### config.mk
export PLATFORM = sky130hd
export DESIGN_NAME = wildcard_glob_matcher_flat
export DESIGN_NICKNAME = d
export VERILOG_FILES = /design/src/design/gwm_pkg.sv /design/src/design/gwm_ifs.sv /design/src/design/gwm_cell.sv /design/src/design/wildcard_glob_matcher.sv /design/src/flat_wrapper.sv
export SDC_FILE = /design/constraint.sdc
export NUM_CORES = 1
export LEC_CHECK = 0
export ABC_AREA = 0
export BUFFER_PORTS_ARGS = -buffer_cell sky130_fd_sc_hd__buf_2
export CAP_MARGIN = 15
export CORE_MARGIN = 2
export CORE_UTILIZATION = 50
export CTS_CLUSTER_SIZE = 30
export DETAILED_ROUTE_END_ITERATION = 7
export PLACE_DENSITY = 0.65
export SLEW_MARGIN = 20
export SYNTH_ARGS = -nofsm -noshare
export SYNTH_HDL_FRONTEND = slang
export SYNTH_SLANG_ARGS = --single-unit
### constraint.sdc
create_clock -name clk -period 6.55 [get_ports clk]
set_input_delay 0 -clock clk [delete_from_list [all_inputs] [get_ports clk]]
set_output_delay 0 -clock clk [all_outputs]
set_load 0.05 [all_outputs]
### src/design/gwm_pkg.sv
// Shared types, codes and byte compare for the wildcard glob matcher.
package gwm_pkg;

  localparam logic [7:0] CH_STAR   = 8'd42;
  localparam logic [7:0] CH_QUEST  = 8'd63;
  localparam logic [7:0] UPPER_LO  = 8'd65;
  localparam logic [7:0] UPPER_HI  = 8'd90;
  localparam logic [7:0] LOWER_LO  = 8'd97;
  localparam logic [7:0] LOWER_HI  = 8'd122;
  localparam logic [7:0] CASE_DIFF = 8'd32;

  typedef enum logic [1:0] {
    FN_CLEAR  = 2'd0,
    FN_APPEND = 2'd1,
    FN_TEXT   = 2'd2,
    FN_END    = 2'd3
  } gwm_func_t;

  // broadcast to every cell for the transaction at hand
  typedef struct packed {
    logic      take;
    gwm_func_t func;
    logic [7:0] byte_value;
    logic      fold;
    logic      started;
  } gwm_ctl_t;

  // handed from one cell to the next in the same cycle
  typedef struct packed {
    logic cur_close;
    logic advance;
    logic next_close;
  } gwm_link_t;

  function automatic logic gwm_byte_match(input logic [7:0] p, input logic [7:0] t,
                                          input logic fold);
    logic hit;
    hit = (p == t) || (p == CH_QUEST);
    if (fold) begin
      if (p >= UPPER_LO && p <= UPPER_HI && (p + CASE_DIFF) == t) hit = 1'b1;
      if (p >= LOWER_LO && p <= LOWER_HI && (p - CASE_DIFF) == t) hit = 1'b1;
    end
    return hit;
  endfunction

endpackage

### src/design/gwm_ifs.sv
// Channel interfaces: input items, results and the configuration write.
interface gwm_in_if;
  logic       valid;
  logic       ready;
  logic [1:0] func;
  logic [7:0] byte_value;
  modport source (output valid, output func, output byte_value, input ready);
  modport sink (input valid, input func, input byte_value, output ready);
endinterface

interface gwm_out_if;
  logic valid;
  logic ready;
  logic match;
  logic pattern_overflow;
  modport source (output valid, output match, output pattern_overflow, input ready);
  modport sink (input valid, input match, input pattern_overflow, output ready);
endinterface

interface gwm_cfg_if;
  logic valid;
  logic ready;
  logic case_insensitive;
  modport source (output valid, output case_insensitive, input ready);
  modport sink (input valid, input case_insensitive, output ready);
endinterface

### src/design/gwm_cell.sv
// One pattern position: stored byte, fill bit and active bit.
module gwm_cell
  import gwm_pkg::*;
(
  input  logic      clk,
  input  logic      rst_n,
  input  gwm_ctl_t  ctl,
  input  logic      seed,
  input  logic      prev_valid,
  input  gwm_link_t link_in,
  output gwm_link_t link_out,
  output logic      valid_out,
  output logic      hit
);

  logic       valid_r;
  logic       active_r;
  logic [7:0] byte_r;
  logic       star;
  logic       cur;
  logic       nxt;

  always_comb begin
    star = valid_r && (byte_r == CH_STAR);
    // a fresh text starts with only position zero active
    cur  = (ctl.started ? active_r : seed) | link_in.cur_close;
    nxt  = (cur & star) | link_in.advance | link_in.next_close;
    link_out.cur_close  = cur & star;
    link_out.advance    = cur & valid_r & !star &
                          gwm_byte_match(byte_r, ctl.byte_value, ctl.fold);
    link_out.next_close = nxt & star;
    hit       = cur & prev_valid & !valid_r;
    valid_out = valid_r;
  end

  always_ff @(posedge clk) begin
    if (!rst_n) begin
      valid_r  <= 1'b0;
      active_r <= 1'b0;
    end else if (ctl.take) begin
      case (ctl.func)
        FN_CLEAR:  valid_r  <= 1'b0;
        FN_APPEND: valid_r  <= valid_r | prev_valid;
        FN_TEXT:   active_r <= nxt;
        default:   active_r <= active_r;
      endcase
    end
  end

  always_ff @(posedge clk) begin
    if (ctl.take && ctl.func == FN_APPEND && prev_valid && !valid_r) begin
      byte_r <= ctl.byte_value;
    end
  end

endmodule

### src/design/wildcard_glob_matcher.sv
// Top level of the wildcard glob matcher: cell row, control and result register.
// Usage:
//   in_chan carries func and byte_value. func 0 clears the pattern, 1 appends a
//   pattern byte, 2 feeds a text byte, 3 ends the text. Only an end transaction
//   gives a result on out_chan: match and pattern_overflow.
//   cfg_chan writes case_insensitive; it is always ready. Write it only while idle.
// Timing:
//   A row of MAX_PATTERN cells each holds one pattern byte and its active bit;
//   a text byte updates all cells at once, star runs closing through the row in
//   the same cycle. One item per cycle, unless the Stall case below holds.
//   The result of an end transaction is valid the cycle after it is accepted.
// Stall:
//   The result sits in an output register; in_chan.ready drops only while that
//   register is full and out_chan.ready is low.
// Reset:
//   rst_n (synchronous) empties the pattern, drops any text in progress, clears the
//   overflow flag and the output register, and sets case_insensitive to 1.
//   No clearing pass is needed; the block is ready in the cycle after reset.
module wildcard_glob_matcher
  import gwm_pkg::*;
#(
  parameter int MAX_PATTERN = 32
) (
  input logic clk,
  input logic rst_n,
  gwm_in_if.sink    in_chan,
  gwm_out_if.source out_chan,
  gwm_cfg_if.sink   cfg_chan
);

  gwm_ctl_t                 ctl;
  gwm_link_t                link [MAX_PATTERN];
  logic [MAX_PATTERN-1:0]   valid_vec;
  logic [MAX_PATTERN-1:0]   hit_vec;
  logic                     fold_r;
  logic                     started_r;
  logic                     started_nxt;
  logic                     ovf_r;
  logic                     ovf_nxt;
  logic                     end_active_r;
  logic                     cur_end;
  logic                     nxt_end;
  logic                     hit_all;
  logic                     out_valid_r;
  logic                     out_match_r;
  logic                     out_ovf_r;
  logic                     accept;

  assign in_chan.ready  = !out_valid_r || out_chan.ready;
  assign cfg_chan.ready = 1'b1;
  assign accept         = in_chan.valid && in_chan.ready;

  always_comb begin
    ctl.take       = accept;
    ctl.func       = gwm_func_t'(in_chan.func);
    ctl.byte_value = in_chan.byte_value;
    ctl.fold       = fold_r;
    ctl.started    = started_r;
  end

  for (genvar i = 0; i < MAX_PATTERN; i++) begin : g_cell
    gwm_cell u_cell (
      .clk        (clk),
      .rst_n      (rst_n),
      .ctl        (ctl),
      .seed       ((i == 0) ? 1'b1 : 1'b0),
      .prev_valid ((i == 0) ? 1'b1 : valid_vec[(i == 0) ? 0 : i-1]),
      .link_in    ((i == 0) ? gwm_link_t'('0) : link[(i == 0) ? 0 : i-1]),
      .link_out   (link[i]),
      .valid_out  (valid_vec[i]),
      .hit        (hit_vec[i])
    );
  end

  // position past the last cell: reached only when the pattern is full
  always_comb begin
    cur_end = (started_r & end_active_r) | link[MAX_PATTERN-1].cur_close;
    nxt_end = link[MAX_PATTERN-1].advance | link[MAX_PATTERN-1].next_close;
    hit_all = (|hit_vec) | (cur_end & valid_vec[MAX_PATTERN-1]);
  end

  always_comb begin
    started_nxt = started_r;
    ovf_nxt     = ovf_r;
    if (accept) begin
      case (ctl.func)
        FN_CLEAR: begin
          started_nxt = 1'b0;
          ovf_nxt     = 1'b0;
        end
        FN_APPEND: begin
          started_nxt = 1'b0;
          if (valid_vec[MAX_PATTERN-1]) ovf_nxt = 1'b1;
        end
        FN_TEXT:  started_nxt = 1'b1;
        default:  started_nxt = 1'b0;
      endcase
    end
  end

  always_ff @(posedge clk) begin
    if (!rst_n) begin
      fold_r       <= 1'b1;
      started_r    <= 1'b0;
      ovf_r        <= 1'b0;
      end_active_r <= 1'b0;
      out_valid_r  <= 1'b0;
    end else begin
      started_r <= started_nxt;
      ovf_r     <= ovf_nxt;
      if (cfg_chan.valid && cfg_chan.ready) fold_r <= cfg_chan.case_insensitive;
      if (accept && ctl.func == FN_TEXT) end_active_r <= nxt_end;
      if (accept && ctl.func == FN_END) begin
        out_valid_r <= 1'b1;
      end else if (out_chan.ready) begin
        out_valid_r <= 1'b0;
      end
    end
  end

  always_ff @(posedge clk) begin
    if (accept && ctl.func == FN_END) begin
      out_match_r <= hit_all & !ovf_r;
      out_ovf_r   <= ovf_r;
    end
  end

  assign out_chan.valid            = out_valid_r;
  assign out_chan.match            = out_match_r;
  assign out_chan.pattern_overflow = out_ovf_r;

`ifndef SYNTHESIS
  a_end_gives_result: assert property (@(posedge clk) disable iff (!rst_n)
    (accept && in_chan.func == FN_END) |=> out_chan.valid)
    else $error("end transaction produced no result");

  a_overflow_no_match: assert property (@(posedge clk) disable iff (!rst_n)
    (out_chan.valid && out_chan.pattern_overflow) |-> !out_chan.match)
    else $error("match reported with pattern overflow");

  a_fill_thermometer: assert property (@(posedge clk) disable iff (!rst_n)
    $onehot({1'b0, valid_vec} + {{MAX_PATTERN{1'b0}}, 1'b1}))
    else $error("pattern fill bits are not contiguous");

  a_overflow_needs_full: assert property (@(posedge clk) disable iff (!rst_n)
    $rose(ovf_r) |-> $past(valid_vec[MAX_PATTERN-1]))
    else $error("overflow set with pattern not full");
`endif

endmodule
### src/flat_wrapper.sv
// flat-port wrapper written by rule: the top's interface ports become plain ports
module wildcard_glob_matcher_flat import gwm_pkg::*;
#(
  parameter int MAX_PATTERN = 32
)
  (clk, rst_n, in_chan_valid, in_chan_func, in_chan_byte_value, in_chan_ready, out_chan_valid, out_chan_match, out_chan_pattern_overflow, out_chan_ready, cfg_chan_valid, cfg_chan_case_insensitive, cfg_chan_ready);
  gwm_in_if in_chan_i ();
  gwm_out_if out_chan_i ();
  gwm_cfg_if cfg_chan_i ();
  input logic clk;
  input logic rst_n;
  input wire logic [$bits(in_chan_i.valid)-1:0] in_chan_valid;
  input wire logic [$bits(in_chan_i.func)-1:0] in_chan_func;
  input wire logic [$bits(in_chan_i.byte_value)-1:0] in_chan_byte_value;
  output wire logic [$bits(in_chan_i.ready)-1:0] in_chan_ready;
  output wire logic [$bits(out_chan_i.valid)-1:0] out_chan_valid;
  output wire logic [$bits(out_chan_i.match)-1:0] out_chan_match;
  output wire logic [$bits(out_chan_i.pattern_overflow)-1:0] out_chan_pattern_overflow;
  input wire logic [$bits(out_chan_i.ready)-1:0] out_chan_ready;
  input wire logic [$bits(cfg_chan_i.valid)-1:0] cfg_chan_valid;
  input wire logic [$bits(cfg_chan_i.case_insensitive)-1:0] cfg_chan_case_insensitive;
  output wire logic [$bits(cfg_chan_i.ready)-1:0] cfg_chan_ready;
  assign in_chan_i.valid = in_chan_valid;
  assign in_chan_i.func = in_chan_func;
  assign in_chan_i.byte_value = in_chan_byte_value;
  assign in_chan_ready = in_chan_i.ready;
  assign out_chan_valid = out_chan_i.valid;
  assign out_chan_match = out_chan_i.match;
  assign out_chan_pattern_overflow = out_chan_i.pattern_overflow;
  assign out_chan_i.ready = out_chan_ready;
  assign cfg_chan_i.valid = cfg_chan_valid;
  assign cfg_chan_i.case_insensitive = cfg_chan_case_insensitive;
  assign cfg_chan_ready = cfg_chan_i.ready;
  wildcard_glob_matcher #(.MAX_PATTERN(MAX_PATTERN)) u_core (.clk(clk), .rst_n(rst_n), .in_chan(in_chan_i), .out_chan(out_chan_i), .cfg_chan(cfg_chan_i));
endmodule
==> results of run 1 <==
[timing repair]
| action | 4_1_cts | 5_1_grt |
|---|---|---|
| hold endpoints to repair | 85 | 0 |
| hold buffers | 14 | 0 |
| endpoints found under the setup margin | 0 | 0 |
[power by group]
part           internal (mW)  leakage, nW  switching [mW]  total (mW)
clock network           1.36        0.621           0.839        2.19
registers               2.25         2.88          0.0172        2.27
logic                  0.105         4.41           0.203       0.308
[final timing paths]
check / slack, ns / start / endpoint
setup / recovery: 1.97 / u_core.started_r / u_core.out_chan.match
hold / removal: 0.03 / in_chan_func[0] / u_core.g_cell[0].u_cell.valid_out
setup reg to reg: 1.97 / u_core.started_r / u_core.out_chan.match
hold reg to reg: 0.46 / u_core.g_cell[30].u_cell.active_r / u_core.g_cell[30].u_cell.active_r
[final cells by class]
class | count | area, sq um | area share
multi-input cells | 1773 | 11800 | 0.498
flip-flops and latches | 327 | 9130 | 0.386
clock buffers | 54 | 1050 | 0.0444
well taps | 585 | 732 | 0.0309
repair buffers | 55 | 433 | 0.0183
inverters | 86 | 323 | 0.0136
clock inverters | 14 | 224 | 0.00946
[cells in the final DEF, fill, tap and decap left out, types with 20 or more instances in the layout]
| master | instances |
|---|---|
| sky130_fd_sc_hd__nor4_1 | 41 |
| sky130_fd_sc_hd__ha_1 | 65 |
| sky130_fd_sc_hd__nor2_1 | 181 |
| sky130_fd_sc_hd__and3_1 | 20 |
| sky130_fd_sc_hd__o31ai_1 | 22 |
| sky130_fd_sc_hd__nand2b_1 | 31 |
| sky130_fd_sc_hd__or3_1 | 31 |
| sky130_fd_sc_hd__nand4_1 | 31 |
| sky130_fd_sc_hd__nand2_1 | 205 |
| sky130_fd_sc_hd__a21oi_1 | 140 |
| sky130_fd_sc_hd__o21ai_0 | 70 |
| sky130_fd_sc_hd__inv_1 | 86 |
| sky130_fd_sc_hd__a31oi_1 | 23 |
| sky130_fd_sc_hd__xor2_1 | 202 |
| sky130_fd_sc_hd__nor3_1 | 100 |
| sky130_fd_sc_hd__edfxtp_1 | 258 |
| sky130_fd_sc_hd__o2111ai_1 | 29 |
| sky130_fd_sc_hd__buf_4 | 29 |
| sky130_fd_sc_hd__a211oi_1 | 32 |
| sky130_fd_sc_hd__nand3_1 | 88 |
| sky130_fd_sc_hd__xnor2_1 | 144 |
| sky130_fd_sc_hd__and2_1 | 21 |
| sky130_fd_sc_hd__clkbuf_16 | 39 |
| sky130_fd_sc_hd__dfxtp_1 | 68 |
[layer usage]
| metal | up-vias | routed length (um) | track usage |
|---|---|---|---|
| met3 | 111 | 2940 | 0.0344 |
| met2 | 509 | 25500 | 0.403 |
| met5 | - | 13 | 0 |
| li1 | 8458 | - | - |
| met4 | 2 | 1470 | 0.0894 |
| met1 | 8584 | 24600 | 0.319 |
[state kept, by name (all words and copies together) (netlist names)]
register                          count
u_core.end_active_r                   1
u_core.fold_r                         1
u_core.g_cell.u_cell.active_r        32
u_core.g_cell.u_cell.byte_r         256
u_core.g_cell.u_cell.valid_out       32
u_core.out_chan.match                 1
u_core.out_chan.pattern_overflow      1
u_core.out_chan.valid                 1
u_core.ovf_r                          1
u_core.started_r                      1
[kinds of logic after synthesis]
logic type	after synthesis	synth area share
muxes	3	0.00197
xor gates and xnor gates	346	0.140
AOI/OAI and AO/OA	495	0.158
and+or+nand+nor	863	0.206
DFF	327	0.422
other	1	0.000173
buffers and inverters	185	0.0350
adders and majority gates	65	0.0376
[critical path, delay by kind of cell (launching register included)]
kind            cells  cell delay (ns)
flops               1             0.91
compound gates      7             1.98
simple gates        7             1.43
[metrics by stage]
| stage | power (mW) | area (sq um) | utilization | std cells |
|---|---|---|---|---|
| final | 4.77 | 23700 | 0.552 | 2894 |
| after global routing | 4.90 | 23700 | 0.552 | 2894 |
| after CTS | 4.80 | 23700 | 0.552 | 2894 |
| after detailed placement | 2.61 | 22200 | 0.519 | 2812 |
| after global placement | 2.60 | 22200 | 0.519 | 2812 |
| after floorplan | 2.50 | 21600 | - | 2285 |
==> metrics.txt, run 1 <==
outcome=finished, final reports clean; total count of hold-check failures in the final report=0; maximum number of pins on one net before global-route repair=52; number of levels the H-tree was split into=2; number of primary I/O pins=21; worst slew slack as a fraction of its limit=0.313; width of the die=212 um; vias after detailed routing=17700; cell repeated most along the worst path=sky130_fd_sc_hd__nor4_1; via density per instance=6.10; Net Count, Synth=2366; synthesized area divided by synthesized cell count=9.47 sq um; die boundary height=212 um; Rows=76; slew at the pin closest to its max-slew limit=1.03 ns; data arrival time of the critical path=4.88 ns; layout overhead on the synthesized area=9.46%; leak pwr=7.91 nW; EDFF count, synth=258; achievable frequency=218 MHz; first-pass GRT wire length=87000 um; post-synthesis instance area=21600 sq um; clock slew at reported path FFs=0.06 ns; setup tns final=0 ns; total track usage=0.241; worst-case reg-to-reg path depth=14; series of cell instances along the critical path=nand2b_1, a41oi_2, o32ai_2, and3_1, a211oi_1, nor3b_1, nor4_1, o311ai_0, a31oi_1, nand3_1, a2111oi_0, nand4_1, nor4_1, a21oi_1; Detail Route Antenna Nets=0; crit-path max cell delay=0.91 ns; Die ar.=44900 sq um; total of flip-flops plus latches after synthesis=327; final critical-path share of the clock period=0.700; top fanout value on the critical path=26; Longest Clk Path Bufs=3; Initial Util=0.504; antenna cell count=0; layout cell share with drive strength beyond 1=0.0576; GRT overflow=0; total setup violations reported at the end of the flow=0; Iter 0 DRT Violations=1270; unrepaired setup endpoints after global routing=no; total of cells resized after clock tree synthesis=0; clock buffer count from CTS=38; pre-CTS setup slack=2.06 ns; DRC viols=0; initial antenna violation count=1; Initial DRT Pass Iterations=6; number of max-cap violations=0; area fraction of the dominant cell type after synthesis=0.358; power density of the placed cells=201 nW/um^2; hold slack final=0.0313 ns; layout net count=2362; highest-delay cell along the critical path=sky130_fd_sc_hd__dfxtp_1; fill cell count=3699; critical path required time=6.85 ns; Max Slew Vio Count=0; count of warnings emitted by yosys=0; TritonCTS clock tree=done; Buffers on Ports=19; Post-synth top cells=258 x sky130_fd_sc_hd__edfxtp_1, 205 x sky130_fd_sc_hd__nand2_1, 202 x sky130_fd_sc_hd__xor2_1; Seq/Total Area, Yosys=0.422; master cell of the clock root buffer=sky130_fd_sc_hd__clkbuf_16; Setup WS post-layout=1.97 ns; average routed wire per standard cell=18.8 um; most repeated cell in the gate-level netlist after synthesis=sky130_fd_sc_hd__edfxtp_1; peak supply drop=0.251 mV; Critical Path Start Type=register; startpoint-to-endpoint class of the critical path=reg2reg; final weighted congestion of routability-driven global placement=0.917; worst hold path type=in2reg; HPWL Detailed=37600 um; total routed wirelength=54500 um; crit path time final=4.58 ns; Crit. End Element=register; Worst Hold Depth=3; vias in the first global route=16800; buffers inserted by post-CTS timing repair=0; proportion of synthesized flip-flops having asynchronous set or reset=0; synth top area cells=sky130_fd_sc_hd__edfxtp_1 36%, sky130_fd_sc_hd__xor2_1 8.2%, sky130_fd_sc_hd__dfxtp_1 6.4%; top flip-flop cell by instance count after synthesis=sky130_fd_sc_hd__edfxtp_1; number of instances in the synthesized netlist=2285; floorplan core area=42900 sq um; clock skew=0.0240 ns; largest area contributor in the synthesized netlist=sky130_fd_sc_hd__edfxtp_1; Cell variety after synth=97; clock network latency to the later pin of the worst-skew pair=0.56 ns; count of clock tree sinks=327
Note: power is estimated with default switching activity, not from simulation.
==> run 2: changes to the inputs <==
- clock period: 6.55 -> 4.3 ns (I/O delays scaled with it)
==> run 2 against run 1 <==
  * Clock-buffer cell count rose by 2
  * Sequential power grew 52%
  * Setup slack got worse by 1.7 ns
  * Global-route usage is 0.38 points higher
  * Final cell count grew 1.9%
  * Routed wire length increased by 1.4%
  * Non-clock buffer count grew 54
  * Largest power group unchanged
  * Sequential share of layout area down 0.87 points
==> metrics.txt, run 2 (synthesis gave the netlist of run 1 again) <==
TritonCTS clock tree=done; total routed wirelength=55300 um; layout overhead on the synthesized area=12.0%; sequential share of power=0.479; number of levels the H-tree was split into=2; leak pwr=8.21 nW; clock slew at reported path FFs=0.06 ns; first-pass GRT wire length=88400 um; number of max-cap violations=0; total count of hold-check failures in the final report=0; total setup violations reported at the end of the flow=0; Final Util=0.565; maximum number of pins on one net before global-route repair=38; data arrival time of the critical path=4.55 ns; power density of the placed cells=297 nW/um^2; clock skew=0.0170 ns; commonest non-fill, non-tap cells in the layout=258 x sky130_fd_sc_hd__edfxtp_1, 205 x sky130_fd_sc_hd__nand2_1, 202 x sky130_fd_sc_hd__xor2_1, 181 x sky130_fd_sc_hd__nor2_1, 144 x sky130_fd_sc_hd__xnor2_1; top fanout value on the critical path=9; final weighted congestion of routability-driven global placement=0.903; setup tns final=0 ns; worst slew slack as a fraction of its limit=0.303; die boundary height=212 um; post-route non-filler standard cell count=2948; initial antenna violation count=0; HPWL Detailed=38900 um; Die ar.=44900 sq um; Longest Clk Path Bufs=3; clock network latency to the later pin of the worst-skew pair=0.55 ns; floorplan core area=42900 sq um; peak supply drop=0.338 mV; master cell of the clock root buffer=sky130_fd_sc_hd__clkbuf_16; Comb power frac=0.071; Initial DRT Pass Iterations=8; final critical-path share of the clock period=0.950; outcome=finished, final reports clean; slew at the pin closest to its max-slew limit=1.04 ns; via density per instance=6.06; Sw Pwr=1.59 mW; vias in the first global route=17100; GRT overflow=0; vias after detailed routing=17900; antenna cell count=0; number of primary I/O pins=21; cell internal pwr=5.60 mW; Max Slew Vio Count=0; width of the die=212 um; layout net count=2415; clock buffer count from CTS=37; placed cells=2859; Detail Route Antenna Nets=0; total track usage=0.245; worst hold path type=in2reg; switching part of the total=0.221; register with the most flip-flops=u_core.g_cell.u_cell.byte_r; Buffers on Ports=19; Initial Util=0.504; most common library cell in the layout ignoring fill and taps=sky130_fd_sc_hd__edfxtp_1; DRC viols=0; layout cell share with drive strength beyond 1=0.0808; startpoint-to-endpoint class of the critical path=reg2reg; average routed wire per standard cell=18.8 um; Critical Path Start Type=register; achievable frequency=245 MHz; clock share of power=0.451; Crit. End Element=register; count of clock tree sinks=327; critical path required time=4.77 ns; crit path time final=4.08 ns; number of flip-flops in the largest register=256; Rows=76; Iter 0 DRT Violations=1231
==> run 2: routing by layer <==
layer,share of wire,GRT usage
met1,0.44,0.322
met2,0.48,0.420
met3,0.052,0.0350
met4,0.022,0.0709
met5,0,0
==> run 2: power by group through the flow <==
stage / sequential (mW) / clock (mW) / combinational (mW)
after detailed placement: 3.51 / 0 / 0.494
final: 3.44 / 3.24 / 0.507
after CTS: 3.44 / 3.31 / 0.509
after global routing: 3.44 / 3.43 / 0.553
after floorplan: 3.51 / 0 / 0.309
after global placement: 3.51 / 0 / 0.484
==> run 2: layout make-up <==
type	count	area [sq um]
fill	3637	18700
multi-input combinational	1773	11900
sequential	327	9130
clock buffer	56	1090
timing repair buffer	109	911
tap	585	732
inverter	86	323
clock inverter	12	166
==> run 2: path summary, 6_finish.rpt <==
| path | slack (ns) | depth (start not counted) | startpoint | endpoint |
|---|---|---|---|---|
| worst min register to register | 0.47 | 2 | u_core.g_cell[0].u_cell.active_r | u_core.g_cell[0].u_cell.active_r |
| worst min-delay path | 0.17 | 6 | out_chan_ready | u_core.g_cell[0].u_cell.valid_out |
| worst max register to register | 0.22 | 15 | u_core.g_cell[4].u_cell.byte_r[0] | u_core.g_cell[30].u_cell.active_r |
| worst max-delay path | 0.22 | 15 | u_core.g_cell[4].u_cell.byte_r[0] | u_core.g_cell[30].u_cell.active_r |
==> run 2: timing repair <==
item | in CTS | in global routing
buffers inserted | 0 | 3
resized for setup | 0 | 16
setup endpoints to repair | 0 | 14
hold buffers | 18 | 0
endpoints found under the hold margin | 77 | 0
==> run 2: worst max-delay path: stages, from the launching register on <==
cell and delay [ns]:
sky130_fd_sc_hd__edfxtp_1 0.47, sky130_fd_sc_hd__nor4bb_2 0.41, sky130_fd_sc_hd__nand4b_1 0.30, sky130_fd_sc_hd__buf_4 0.25
sky130_fd_sc_hd__o31a_1 0.24, sky130_fd_sc_hd__a21boi_2 0.21, sky130_fd_sc_hd__o31a_4 0.44, sky130_fd_sc_hd__o21ai_1 0.23
sky130_fd_sc_hd__a21oi_1 0.13, sky130_fd_sc_hd__nor2_1 0.22, sky130_fd_sc_hd__o2111ai_2 0.20, sky130_fd_sc_hd__nand3_2 0.19
sky130_fd_sc_hd__o221ai_4 0.14, sky130_fd_sc_hd__o21ai_4 0.25, sky130_fd_sc_hd__o211ai_1 0.13, sky130_fd_sc_hd__a21oi_1 0.17
==> run 2: metrics by stage <==
stage	hold slack [ns]	setup slack, ns	power (mW)	area, sq um
2_1_floorplan	0.0989	0.724	3.82	21600
3_3_place_gp	0.276	0.102	3.99	22700
3_5_place_dp	0.273	0.0508	4.00	22700
4_1_cts	0.142	0.0188	7.26	24100
5_1_grt	0.226	-0.00717	7.43	24200
6_report	0.167	0.217	7.19	24200
